--- config.mk ---
export PLATFORM = sky130hd
export DESIGN_NAME = color_class_partition_flat
export DESIGN_NICKNAME = d
export VERILOG_FILES = /design/src/rtl/core/ccp_pkg.sv /design/src/rtl/core/ccp_ifs.sv /design/src/rtl/core/color_class_partition.sv /design/src/rtl/core/ccp_front.sv /design/src/rtl/core/ccp_queue.sv /design/src/rtl/core/ccp_back.sv /design/src/flat_wrapper.sv
export VERILOG_INCLUDE_DIRS = /design/src /design/src/rtl/core
export SDC_FILE = /design/constraint.sdc
export NUM_CORES = 1
export LEC_CHECK = 0
export BUFFER_PORTS_ARGS = -buffer_cell sky130_fd_sc_hd__clkbuf_2
export CAP_MARGIN = 20
export CORE_ASPECT_RATIO = 0.8
export CORE_MARGIN = 1.5
export CORE_UTILIZATION = 40
export CTS_CLUSTER_DIAMETER = 50
export DETAILED_ROUTE_END_ITERATION = 7
export PLACE_DENSITY = 0.6
export SETUP_SLACK_MARGIN = 0.3
export SYNTH_ARGS = -nofsm -noshare
export SYNTH_HDL_FRONTEND = slang
export SYNTH_HIERARCHICAL = 1
export SYNTH_SLANG_ARGS = --single-unit
--- constraint.sdc ---
create_clock -name clk -period 5.6 [get_ports clk]
set_input_delay 1.12 -clock clk [delete_from_list [all_inputs] [get_ports clk]]
set_output_delay 1.12 -clock clk [all_outputs]
set_load 0.01 [all_outputs]
--- src/rtl/core/color_class_partition_macros.svh ---
// Assertion helpers shared by the core modules.
// Each macro expects clk and arst_n to be visible where it is used.
`ifndef COLOR_CLASS_PARTITION_MACROS_SVH
`define COLOR_CLASS_PARTITION_MACROS_SVH

// Same-cycle implication, checked only while out of reset.
`define CCP_ASSERT_NOW(label, ante, cons) \
	label: assert property (@(posedge clk) disable iff (!arst_n) (ante) |-> (cons)) \
		else $error("color_class_partition assertion failed");

// Next-cycle implication, checked only while out of reset.
`define CCP_ASSERT_NEXT(label, ante, cons) \
	label: assert property (@(posedge clk) disable iff (!arst_n) (ante) |=> (cons)) \
		else $error("color_class_partition assertion failed");

`endif

--- src/rtl/core/ccp_pkg.sv ---
package ccp_pkg;

	localparam int MAX_VERTICES = 64;
	localparam int VIDX_W = $clog2(MAX_VERTICES);
	localparam int CNT_W = $clog2(MAX_VERTICES + 1);
	localparam int MEM_DEPTH = 2 ** (VIDX_W + 1);

	localparam int COLOR_W = 6;
	localparam int LABEL_W = 6;
	localparam int NCOL_W = 7;
	localparam int NUM_COLOR_CODES = 2 ** COLOR_W;
	localparam logic [NCOL_W-1:0] NUM_COLORS_RESET = 7'd3;

	localparam int QUEUE_DEPTH = 2;
	localparam int QCNT_W = $clog2(QUEUE_DEPTH + 1);
	localparam int QPTR_W = $clog2(QUEUE_DEPTH);

	// One loaded run waiting for emission.
	typedef struct packed {
		logic bank;
		logic [CNT_W-1:0] count;
	} job_t;

	// Color store write from the loading side.
	typedef struct packed {
		logic en;
		logic [VIDX_W:0] addr;
		logic [COLOR_W-1:0] color;
	} store_wr_t;

endpackage

--- src/rtl/core/ccp_ifs.sv ---
interface ccp_in_if;
	logic valid;
	logic ready;
	logic [ccp_pkg::COLOR_W-1:0] vertex_color;
	logic is_last_vertex;
	modport source(output valid, vertex_color, is_last_vertex, input ready);
	modport sink(input valid, vertex_color, is_last_vertex, output ready);
endinterface

interface ccp_out_if;
	logic valid;
	logic ready;
	logic [ccp_pkg::LABEL_W-1:0] vertex_label;
	logic cell_end;
	logic run_last;
	logic none_selected;
	modport source(output valid, vertex_label, cell_end, run_last, none_selected, input ready);
	modport sink(input valid, vertex_label, cell_end, run_last, none_selected, output ready);
endinterface

interface ccp_cfg_if;
	logic valid;
	logic ready;
	logic [ccp_pkg::NCOL_W-1:0] data;
	modport source(output valid, data, input ready);
	modport sink(input valid, data, output ready);
endinterface

--- src/rtl/core/color_class_partition.sv ---
// Stable partition of vertices by color. Vertices arrive on the vertex channel in
// label order, one transaction per cycle while ready is high; the first gets label
// 0. The transaction with is_last_vertex set closes the run. The block then emits on
// the result channel the labels grouped by color, colors 0 to num_colors-1,
// ascending labels within each color, with cell_end on the last label of each color
// and run_last on the final result. Vertices with a color at or above num_colors are
// skipped; when none remain one result with none_selected and run_last set is given.
// Up to 64 vertices are kept per run and later ones are dropped. For each run the
// color store is scanned once per effective color (num_colors capped at 64) through
// its single read port, and output stalls slow the emission. The store has two
// banks, so the next run can be loaded while the previous one is being emitted;
// loading stalls only when both banks hold runs whose final result has not yet
// reached the output register. num_colors (reset value 3) is written through the
// cfg channel, which is always ready, and must only be changed while the block is
// idle.
module color_class_partition (
	input  logic       clk,
	input  logic       arst_n,
	ccp_in_if.sink     vertex,
	ccp_cfg_if.sink    cfg,
	ccp_out_if.source  result
);

	// Write port into the color store, driven by the loading side.
	ccp_pkg::store_wr_t store_wr;

	// Run descriptors passing from the loading side to the emission side.
	logic job_push;
	ccp_pkg::job_t job_data;
	logic job_pop;
	ccp_pkg::job_t job_head;
	logic job_empty;

	// Pulses when a run has handed over its final result, freeing its bank.
	logic job_done;

	// The front counts labels, picks the bank and hands over one descriptor per run.
	ccp_front u_front (
		.clk      (clk),
		.arst_n   (arst_n),
		.vertex   (vertex),
		.store_wr (store_wr),
		.job_push (job_push),
		.job_data (job_data),
		.job_done (job_done)
	);

	// A two-entry queue lets loading and emission stall independently.
	ccp_queue u_queue (
		.clk       (clk),
		.arst_n    (arst_n),
		.push      (job_push),
		.push_data (job_data),
		.pop       (job_pop),
		.head      (job_head),
		.empty     (job_empty)
	);

	// The back holds the color store and scans it once per color class.
	ccp_back u_back (
		.clk       (clk),
		.arst_n    (arst_n),
		.store_wr  (store_wr),
		.job_head  (job_head),
		.job_empty (job_empty),
		.job_pop   (job_pop),
		.job_done  (job_done),
		.cfg       (cfg),
		.result    (result)
	);

endmodule

--- src/rtl/core/ccp_front.sv ---
`include "color_class_partition_macros.svh"

module ccp_front (
	input  logic                clk,
	input  logic                arst_n,
	ccp_in_if.sink              vertex,
	output ccp_pkg::store_wr_t  store_wr,
	output logic                job_push,
	output ccp_pkg::job_t       job_data,
	input  logic                job_done
);

	logic [ccp_pkg::CNT_W-1:0] count_q;
	logic bank_q;
	logic [ccp_pkg::QCNT_W-1:0] credits_q;
	logic accept;
	logic has_room;
	logic [ccp_pkg::CNT_W-1:0] count_next;

	// A bank may be loaded only while no pending or running job holds it.
	assign vertex.ready = (credits_q != '0);
	assign accept = vertex.valid && vertex.ready;
	assign has_room = (count_q < ccp_pkg::CNT_W'(ccp_pkg::MAX_VERTICES));
	assign count_next = has_room ? count_q + 1'b1 : count_q;

	assign store_wr.en = accept && has_room;
	assign store_wr.addr = {bank_q, count_q[ccp_pkg::VIDX_W-1:0]};
	assign store_wr.color = vertex.vertex_color;

	assign job_push = accept && vertex.is_last_vertex;
	assign job_data.bank = bank_q;
	assign job_data.count = count_next;

	always_ff @(posedge clk or negedge arst_n) begin
		if (!arst_n) begin
			count_q <= '0;
			bank_q <= 1'b0;
			credits_q <= ccp_pkg::QCNT_W'(ccp_pkg::QUEUE_DEPTH);
		end else begin
			if (accept) begin
				if (vertex.is_last_vertex) begin
					count_q <= '0;
					bank_q <= ~bank_q;
				end else begin
					count_q <= count_next;
				end
			end
			if (job_push && !job_done) begin
				credits_q <= credits_q - 1'b1;
			end else if (job_done && !job_push) begin
				credits_q <= credits_q + 1'b1;
			end
		end
	end

	`CCP_ASSERT_NOW(a_credit_range, 1'b1, credits_q <= ccp_pkg::QCNT_W'(ccp_pkg::QUEUE_DEPTH))

endmodule

--- src/rtl/core/ccp_queue.sv ---
`include "color_class_partition_macros.svh"

module ccp_queue (
	input  logic          clk,
	input  logic          arst_n,
	input  logic          push,
	input  ccp_pkg::job_t push_data,
	input  logic          pop,
	output ccp_pkg::job_t head,
	output logic          empty
);

	ccp_pkg::job_t entry_q [ccp_pkg::QUEUE_DEPTH];
	logic [ccp_pkg::QPTR_W-1:0] wr_ptr_q;
	logic [ccp_pkg::QPTR_W-1:0] rd_ptr_q;
	logic [ccp_pkg::QCNT_W-1:0] count_q;

	assign empty = (count_q == '0);
	assign head = entry_q[rd_ptr_q];

	always_ff @(posedge clk) begin
		if (push) begin
			entry_q[wr_ptr_q] <= push_data;
		end
	end

	always_ff @(posedge clk or negedge arst_n) begin
		if (!arst_n) begin
			wr_ptr_q <= '0;
			rd_ptr_q <= '0;
			count_q <= '0;
		end else begin
			if (push) begin
				wr_ptr_q <= (wr_ptr_q == ccp_pkg::QPTR_W'(ccp_pkg::QUEUE_DEPTH - 1)) ?
					'0 : wr_ptr_q + 1'b1;
			end
			if (pop) begin
				rd_ptr_q <= (rd_ptr_q == ccp_pkg::QPTR_W'(ccp_pkg::QUEUE_DEPTH - 1)) ?
					'0 : rd_ptr_q + 1'b1;
			end
			if (push && !pop) begin
				count_q <= count_q + 1'b1;
			end else if (pop && !push) begin
				count_q <= count_q - 1'b1;
			end
		end
	end

	`CCP_ASSERT_NOW(a_no_overflow, push && !pop, count_q != ccp_pkg::QCNT_W'(ccp_pkg::QUEUE_DEPTH))
	`CCP_ASSERT_NOW(a_no_underflow, pop, count_q != '0)

endmodule

--- src/rtl/core/ccp_back.sv ---
`include "color_class_partition_macros.svh"

module ccp_back (
	input  logic               clk,
	input  logic               arst_n,
	input  ccp_pkg::store_wr_t store_wr,
	input  ccp_pkg::job_t      job_head,
	input  logic               job_empty,
	output logic               job_pop,
	output logic               job_done,
	ccp_cfg_if.sink            cfg,
	ccp_out_if.source          result
);

	localparam logic [1:0] ST_IDLE  = 2'd0;
	localparam logic [1:0] ST_SCAN  = 2'd1;
	localparam logic [1:0] ST_FINAL = 2'd2;

	logic [ccp_pkg::COLOR_W-1:0] mem [ccp_pkg::MEM_DEPTH];

	logic [1:0] state_q;
	logic [ccp_pkg::NCOL_W-1:0] num_colors_q;
	logic bank_q;
	logic [ccp_pkg::CNT_W-1:0] n_q;
	logic [ccp_pkg::NCOL_W-1:0] ncol_q;
	logic [ccp_pkg::COLOR_W-1:0] col_q;
	logic [ccp_pkg::VIDX_W-1:0] v_q;
	logic issuing_q;

	logic s1_valid_s1;
	logic [ccp_pkg::COLOR_W-1:0] color_s1;
	logic [ccp_pkg::COLOR_W-1:0] col_s1;
	logic [ccp_pkg::VIDX_W-1:0] v_s1;
	logic cend_s1;
	logic send_s1;

	logic p_valid_q;
	logic [ccp_pkg::VIDX_W-1:0] p_label_q;
	logic p_cend_q;

	logic o_valid_q;
	logic [ccp_pkg::LABEL_W-1:0] o_label_q;
	logic o_cend_q;
	logic o_last_q;
	logic o_none_q;

	logic out_free;
	logic s1_match;
	logic need_push;
	logic advance;
	logic issue;
	logic final_fire;
	logic push;
	logic v_last;
	logic col_last;
	logic [ccp_pkg::NCOL_W-1:0] ncol_eff;

	assign cfg.ready = 1'b1;

	// Every color code lies below 64, so larger counts behave like 64.
	assign ncol_eff = (num_colors_q > ccp_pkg::NCOL_W'(ccp_pkg::NUM_COLOR_CODES)) ?
		ccp_pkg::NCOL_W'(ccp_pkg::NUM_COLOR_CODES) : num_colors_q;

	assign v_last = (v_q == ccp_pkg::VIDX_W'(n_q - 1'b1));
	assign col_last = (col_q == ccp_pkg::COLOR_W'(ncol_q - 1'b1));

	assign out_free = !o_valid_q || result.ready;
	assign s1_match = s1_valid_s1 && (color_s1 == col_s1);
	assign need_push = s1_match && p_valid_q;
	assign advance = !s1_valid_s1 || !need_push || out_free;
	assign issue = (state_q == ST_SCAN) && issuing_q && advance;
	assign final_fire = (state_q == ST_FINAL) && out_free;
	assign push = (s1_valid_s1 && need_push && out_free) || final_fire;

	assign job_pop = (state_q == ST_IDLE) && !job_empty;
	assign job_done = final_fire;

	assign result.valid = o_valid_q;
	assign result.vertex_label = o_label_q;
	assign result.cell_end = o_cend_q;
	assign result.run_last = o_last_q;
	assign result.none_selected = o_none_q;

	always_ff @(posedge clk) begin
		if (store_wr.en) begin
			mem[store_wr.addr] <= store_wr.color;
		end
		if (issue) begin
			color_s1 <= mem[{bank_q, v_q}];
			col_s1 <= col_q;
			v_s1 <= v_q;
			cend_s1 <= v_last;
			send_s1 <= v_last && col_last;
		end
		if (s1_valid_s1 && advance && s1_match) begin
			p_label_q <= v_s1;
		end
		if (push) begin
			if (final_fire && !p_valid_q) begin
				o_label_q <= '0;
				o_cend_q <= 1'b0;
			end else begin
				o_label_q <= ccp_pkg::LABEL_W'(p_label_q);
				o_cend_q <= p_cend_q;
			end
			o_last_q <= final_fire;
			o_none_q <= final_fire && !p_valid_q;
		end
	end

	always_ff @(posedge clk or negedge arst_n) begin
		if (!arst_n) begin
			state_q <= ST_IDLE;
			num_colors_q <= ccp_pkg::NUM_COLORS_RESET;
			bank_q <= 1'b0;
			n_q <= '0;
			ncol_q <= '0;
			col_q <= '0;
			v_q <= '0;
			issuing_q <= 1'b0;
			s1_valid_s1 <= 1'b0;
			p_valid_q <= 1'b0;
			p_cend_q <= 1'b0;
			o_valid_q <= 1'b0;
		end else begin
			if (cfg.valid) begin
				num_colors_q <= cfg.data;
			end

			if (job_pop) begin
				bank_q <= job_head.bank;
				n_q <= job_head.count;
				ncol_q <= ncol_eff;
				col_q <= '0;
				v_q <= '0;
				issuing_q <= 1'b1;
				p_valid_q <= 1'b0;
				p_cend_q <= 1'b0;
				state_q <= (ncol_eff == '0) ? ST_FINAL : ST_SCAN;
			end

			if (issue) begin
				if (v_last) begin
					v_q <= '0;
					if (col_last) begin
						issuing_q <= 1'b0;
					end else begin
						col_q <= col_q + 1'b1;
					end
				end else begin
					v_q <= v_q + 1'b1;
				end
			end

			if (advance) begin
				s1_valid_s1 <= issue;
			end

			// The held result learns whether it closes its cell only when the
			// scan of its color ends or the next match of that color turns up.
			if (s1_valid_s1 && advance) begin
				if (s1_match) begin
					p_valid_q <= 1'b1;
					p_cend_q <= cend_s1;
				end else if (cend_s1) begin
					p_cend_q <= 1'b1;
				end
				if (send_s1) begin
					state_q <= ST_FINAL;
				end
			end

			if (final_fire) begin
				state_q <= ST_IDLE;
			end

			if (push) begin
				o_valid_q <= 1'b1;
			end else if (result.ready) begin
				o_valid_q <= 1'b0;
			end
		end
	end

	`CCP_ASSERT_NOW(a_s1_only_in_scan, s1_valid_s1, state_q == ST_SCAN)
	`CCP_ASSERT_NEXT(a_final_after_done, job_done, state_q == ST_IDLE && o_valid_q && o_last_q)

endmodule

--- src/flat_wrapper.sv ---
// flat-port wrapper written by rule: the top's interface ports become plain ports
module color_class_partition_flat 
  (clk, arst_n, vertex_valid, vertex_vertex_color, vertex_is_last_vertex, vertex_ready, cfg_valid, cfg_data, cfg_ready, result_valid, result_vertex_label, result_cell_end, result_run_last, result_none_selected, result_ready);
  ccp_in_if vertex_i ();
  ccp_cfg_if cfg_i ();
  ccp_out_if result_i ();
  input  logic clk;
  input  logic arst_n;
  input wire logic [$bits(vertex_i.valid)-1:0] vertex_valid;
  input wire logic [$bits(vertex_i.vertex_color)-1:0] vertex_vertex_color;
  input wire logic [$bits(vertex_i.is_last_vertex)-1:0] vertex_is_last_vertex;
  output wire logic [$bits(vertex_i.ready)-1:0] vertex_ready;
  input wire logic [$bits(cfg_i.valid)-1:0] cfg_valid;
  input wire logic [$bits(cfg_i.data)-1:0] cfg_data;
  output wire logic [$bits(cfg_i.ready)-1:0] cfg_ready;
  output wire logic [$bits(result_i.valid)-1:0] result_valid;
  output wire logic [$bits(result_i.vertex_label)-1:0] result_vertex_label;
  output wire logic [$bits(result_i.cell_end)-1:0] result_cell_end;
  output wire logic [$bits(result_i.run_last)-1:0] result_run_last;
  output wire logic [$bits(result_i.none_selected)-1:0] result_none_selected;
  input wire logic [$bits(result_i.ready)-1:0] result_ready;
  assign vertex_i.valid = vertex_valid;
  assign vertex_i.vertex_color = vertex_vertex_color;
  assign vertex_i.is_last_vertex = vertex_is_last_vertex;
  assign vertex_ready = vertex_i.ready;
  assign cfg_i.valid = cfg_valid;
  assign cfg_i.data = cfg_data;
  assign cfg_ready = cfg_i.ready;
  assign result_valid = result_i.valid;
  assign result_vertex_label = result_i.vertex_label;
  assign result_cell_end = result_i.cell_end;
  assign result_run_last = result_i.run_last;
  assign result_none_selected = result_i.none_selected;
  assign result_i.ready = result_ready;
  color_class_partition u_core (.clk(clk), .arst_n(arst_n), .vertex(vertex_i), .cfg(cfg_i), .result(result_i));
endmodule
**Word-level counts from Yosys, hierarchy flattened**

Memories as Yosys holds them, arrays and structs flattened. A register that Yosys moved wholly into a read port is not among the register bits.
Index checks and enable logic that the tools add are counted.

- Memory bits (writable): 784
- Bits in registers: 75
- Input port bits: 19
- Word-level logic and storage cells: 125
- Output and inout bits: 12
- ROM bits: 0
- Memories kept: 2
- Bits in latches: 0

- Magnitude comparators: 2
- Equality and inequality tests: 5
- Bitwise operators: 1
- Muxes and demuxes: 38
- $mul: 0
- Shifts and indexed selects: 0
- Div/mod/pow operators: 0
- Add/sub/neg operators: 11
- Reduce and logical (&&, ||, !) cells: 41

Memory list:

| name | depth | bits a word | read ports | clocked after Yosys merged registers in | wr ports | RTL line | text |
|---|---|---|---|---|---|---|---|
| u_core.u_back.mem | 128 | 6 | 1 | 1 | 1 | ccp_back.sv:19 | `logic [ccp_pkg::COLOR_W-1:0] mem [ccp_pkg::MEM_DEPTH];` |
| u_core.u_queue.entry_q | 2 | 8 | 1 | 1 | 1 | ccp_queue.sv:13 | `ccp_pkg::job_t entry_q [ccp_pkg::QUEUE_DEPTH];` |

Operators by type and width:

| operator | count |
|---|---|
| two-way mux 6 bit | 7 |
| two-way mux 7 bit | 3 |
| logical AND 1 bit | 19 |
| two-way mux 1 bit | 19 |
| == test 6 bit | 3 |
| two-way mux 2 bit | 9 |
| adder 6 x 1 -> 6 bit, second input constant | 2 |
| subtractor 6 x 1 -> 6 bit, second input constant | 2 |
| nonzero test 2 bit | 5 |
| logical NOT 1 bit | 9 |
| adder 7 x 1 -> 7 bit, second input constant | 1 |
| > comparator 7 bit, second input constant | 1 |
| logical NOT 7 bit | 1 |
| < comparator 7 bit, second input constant | 1 |
| adder 2 x 1 -> 2 bit, second input constant | 2 |
| logical NOT 2 bit | 2 |
| logical OR 1 bit | 4 |
| subtractor 2 x 1 -> 2 bit, second input constant | 2 |
| adder 1 bit, second input constant | 2 |
| == test 2 x 1 -> 1 bit, second input constant | 1 |
| == test 2 bit, second input constant | 1 |
| AND reduction 2 bit | 1 |
| inverter 1 bit | 1 |

**Depth between registers and ports, before layout**

- Depth after elaboration: 9
- Gate-level depth with buffers: 11
- Mapped depth without buffers: 8

**Hierarchy**

The synthesis kept the hierarchy.

By module, submodules not included:

| module | sequential area each (um^2) | cells an instance | instances | area each (um^2) |
|---|---|---|---|---|
| ccp_back | 25,091.6 | 1,790 | 1 | 33,320.7 |
| ccp_queue | 580.6 | 40 | 1 | 762.0 |
| ccp_front | 251.5 | 68 | 1 | 674.4 |

**Worst setup path before layout**

OpenSTA, ideal clock, no wires.

- Kind: input-to-reg
- From: input port result_ready
- To: register u_core/u_back/col_q[5] (netlist bit)
- Arrival time: 2,940 ps
- Stages: 6
- Setup time: 79 ps
- Setup slack: 2,581 ps
- Buffers on the path: 0
- Required time: 5,521 ps
- Path through: nor2b_1 and2_2 a31oi_2 nand3_2 nor4b_2 mux2i_1

- Cells in the longest elaborated chain, start to end: 4

RTL lines:

| element | RTL line | text |
|---|---|---|
| from (decl) | flat_wrapper.sv:21 | `input wire logic [$bits(result_i.ready)-1:0] result_ready;` |
| logical OR 1 bit | ccp_back.sv:67 | `assign out_free = !o_valid_q \|\| result.ready;` |
| logical OR 1 bit | ccp_back.sv:70 | `assign advance = !s1_valid_s1 \|\| !need_push \|\| out_free;` |
| logical AND 1 bit | ccp_back.sv:71 | `assign issue = (state_q == ST_SCAN) && issuing_q && advance;` |
| via u_core.u_back.issue | ccp_back.sv:51 | `logic issue;` |
| two-way mux 6 bit | ccp_back.sv:142 | `if (issue) begin` |
| to (signal assigned) | ccp_back.sv:148 | `col_q <= col_q + 1'b1;` |
| to (decl) | ccp_back.sv:26 | `logic [ccp_pkg::COLOR_W-1:0] col_q;` |

The timed path passes the listed nets, and every way through them passes these cells.
A chain may end at the register's enable or synchronous reset.

==> impl_metrics.json <==
{
  "holdCritPathClass": "register to register",
  "die-area_um2": 88500,
  "p_leak_nw": 12.3,
  "grt_pass1_wl_mm": 118,
  "wl_per_cell_um": 25.4,
  "holdCritStartpoint": "u_core/u_back/v_s1[2]",
  "crit-reg2reg-launch": "u_core/u_back/v_q[0]",
  "rrSetupSlack_ns": 2.27,
  "synthesis.nets": 1921,
  "postRouteAntennaNets": 0,
  "setup_viol_count_final": 0,
  "die_w_um": 332,
  "worstSkewPairLatency_ns": 0.64,
  "grt_pass1_vias": 17700,
  "multi_input_area_um2": 8120,
  "wl_met2_mm": 36.1,
  "cts_tree": "yes",
  "post-route-period-util": 0.594,
  "rsz0062_at_grt": "no",
  "startpoint": "u_core/u_back/v_q[0]",
  "place_area_um2": 35900,
  "fillerInstances": 7285,
  "dr_total_vias": 17600,
  "clock_skew_ns": 0.0271,
  "grt_overflow": 0,
  "first_iter_violations": 1582,
  "cts_setup_buffers": 0,
  "clock_path_buffers": 3,
  "hpwl_mm": 49.6,
  "grt_usage": 0.180,
  "worst_hold_path.num_cells": 0,
  "yosys_warnings": 6,
  "cts_made_buffers": 84,
  "whs_endpoint": "u_core/u_back/p_label_q[2]",
  "layout_min_cycle_time_ns": 3.33,
  "worstSetupStartpointType": "register",
  "cts.sinks": 870,
  "status": "completed",
  "fin_util": 0.451,
  "ir_drop_mv": 0.279,
  "num_rows": 96,
  "core_um2": 85800,
  "grt_max_degree": 110,
  "wl_met1_mm": 35.7,
  "power_density_nw_per_um2": 461,
  "wl_met3_mm": 5.91,
  "syn_to_final_growth_pct": 11.5,
  "drv_slew": 0,
  "fin_area_um2": 38700,
  "synth.avg_cell_area_um2": 18.3,
  "max_freq_mhz": 300,
  "tightest_slew_ns": 1.10,
  "hold_violations": 0,
  "cts-root-buf": "clkbuf_16",
  "relSlewSlack": 0.266,
  "critPathKind": "register to register",
  "drive_gt1_frac": 0.187,
  "routed_wl_mm": 79.3,
  "drc": 0,
  "crit_arrival_ns": 3.69,
  "r2r-end": "u_core/u_back/color_s1[1]",
  "gp_congestion": 0.853,
  "worstPathMaxFanout": 62,
  "viasPerCell": 5.63,
  "first_pass_iters": 5,
  "syn_area_um2": 34700,
  "maxCapViolCount": 0,
  "worst_r2r_path_depth": 6,
  "fin_nets": 1957,
  "die_y_um": 266,
  "maxUsedRoutingLayer": "met4",
  "antenna_found_initial": 0,
  "io_pins": 31,
  "synth_cells": 1895,
  "end_kind": "register",
  "seqCellArea_um2": 25900,
  "numPortBuffers": 29,
  "cts.hold.buffers_added": 0,
  "cts_resized": 0,
  "timing.setup.tns_ns": 0,
  "start_util": 0.404,
  "clkSlewWorstSetupHoldPaths_ns": 0.07,
  "crit_required_ns": 5.96,
  "h-tree-depth": 3
}
-- registers in the layout, indices dropped and copies added, names as in the netlist, 7 cells and up --
| name | flops |
|---|---|
| u_core/u_back/num_colors_q | 7 |
| u_core/u_back/mem | 768 |
| u_core/u_queue/entry_q | 14 |
| u_core/u_front/count_q | 7 |
-- through the flow --
stage / setup slack (ns) / hold WS [ns] / total power (W) / std cells
detailed placement: 1.75 / 0.405 / 0.0123 / 2971
finish: 2.27 / 0.420 / 0.0178 / 3123
global route: 2.15 / 0.425 / 0.0186 / 3122
CTS: 2.29 / 0.421 / 0.0180 / 3121
global placement: 1.83 / 0.411 / 0.0122 / 2971
floorplan: 2.58 / 0.400 / 0.0110 / 1895
-- worst max-delay path by stage --
stage / to / slack [ns] / depth (start not counted)
2_1_floorplan: u_core/u_back/col_q[5] / 2.58 / 6
4_1_cts: u_core/u_back/color_s1[0] / 2.29 / 6
3_5_place_dp: u_core/u_back/mem[92][0] / 1.75 / 7
3_3_place_gp: u_core/u_back/mem[90][0] / 1.83 / 8
5_1_grt: u_core/u_back/color_s1[5] / 2.15 / 8
6_report: u_core/u_back/color_s1[1] / 2.27 / 6
-- area by class of cell --
cell class	count	share of cell area
clock buffers	100	0.0570
inverters	14	0.00136
repair buffers	65	0.0122
clock inverters	50	0.0141
flip-flops and latches	870	0.669
diodes	1	0.0000647
multi-input cells	896	0.210
well taps	1127	0.0365
-- worst max-delay path, cell delays in order, from the launching register on --
cell and delay [ns]:
dfrtp_4 0.83, buf_12 0.44, mux4_2 0.58, mux2i_1 0.36, a21oi_1 0.21, a22oi_1 0.41, o31ai_1 0.14
-- where the power goes --
group	internal [W]	leakage, nW	total [W]	switching (W)
combinational	0.00177	2.97	0.00430	0.00253
sequential	0.00747	8.03	0.00785	0.000387
clock	0.00329	1.34	0.00567	0.00238
-- placed cells by master (no fill, tap or decap), types with 15 or more instances in the layout --
cell / n
a21oi_1: 28
a22oi_1: 54
buf_4: 37
clkbuf_16: 86
clkbuf_2: 23
clkinv_2: 15
dfrtp_1: 47
edfxtp_1: 817
mux2_2: 15
mux2i_1: 120
mux4_2: 144
nand2_1: 79
nand2b_1: 15
nand3_1: 15
nor2_1: 169
nor2b_1: 22
nor3_1: 32
nor4_1: 15
o22ai_1: 37
xnor2_1: 16
xor2_1: 19
-- metal layers --
layer,GRT usage,vias to the layer above
li1,-,7602
met1,0.267,9188
met2,0.278,656
met3,0.0342,122
met4,0.0414,0
met5,0,-
(Power assumes the default switching activity.)
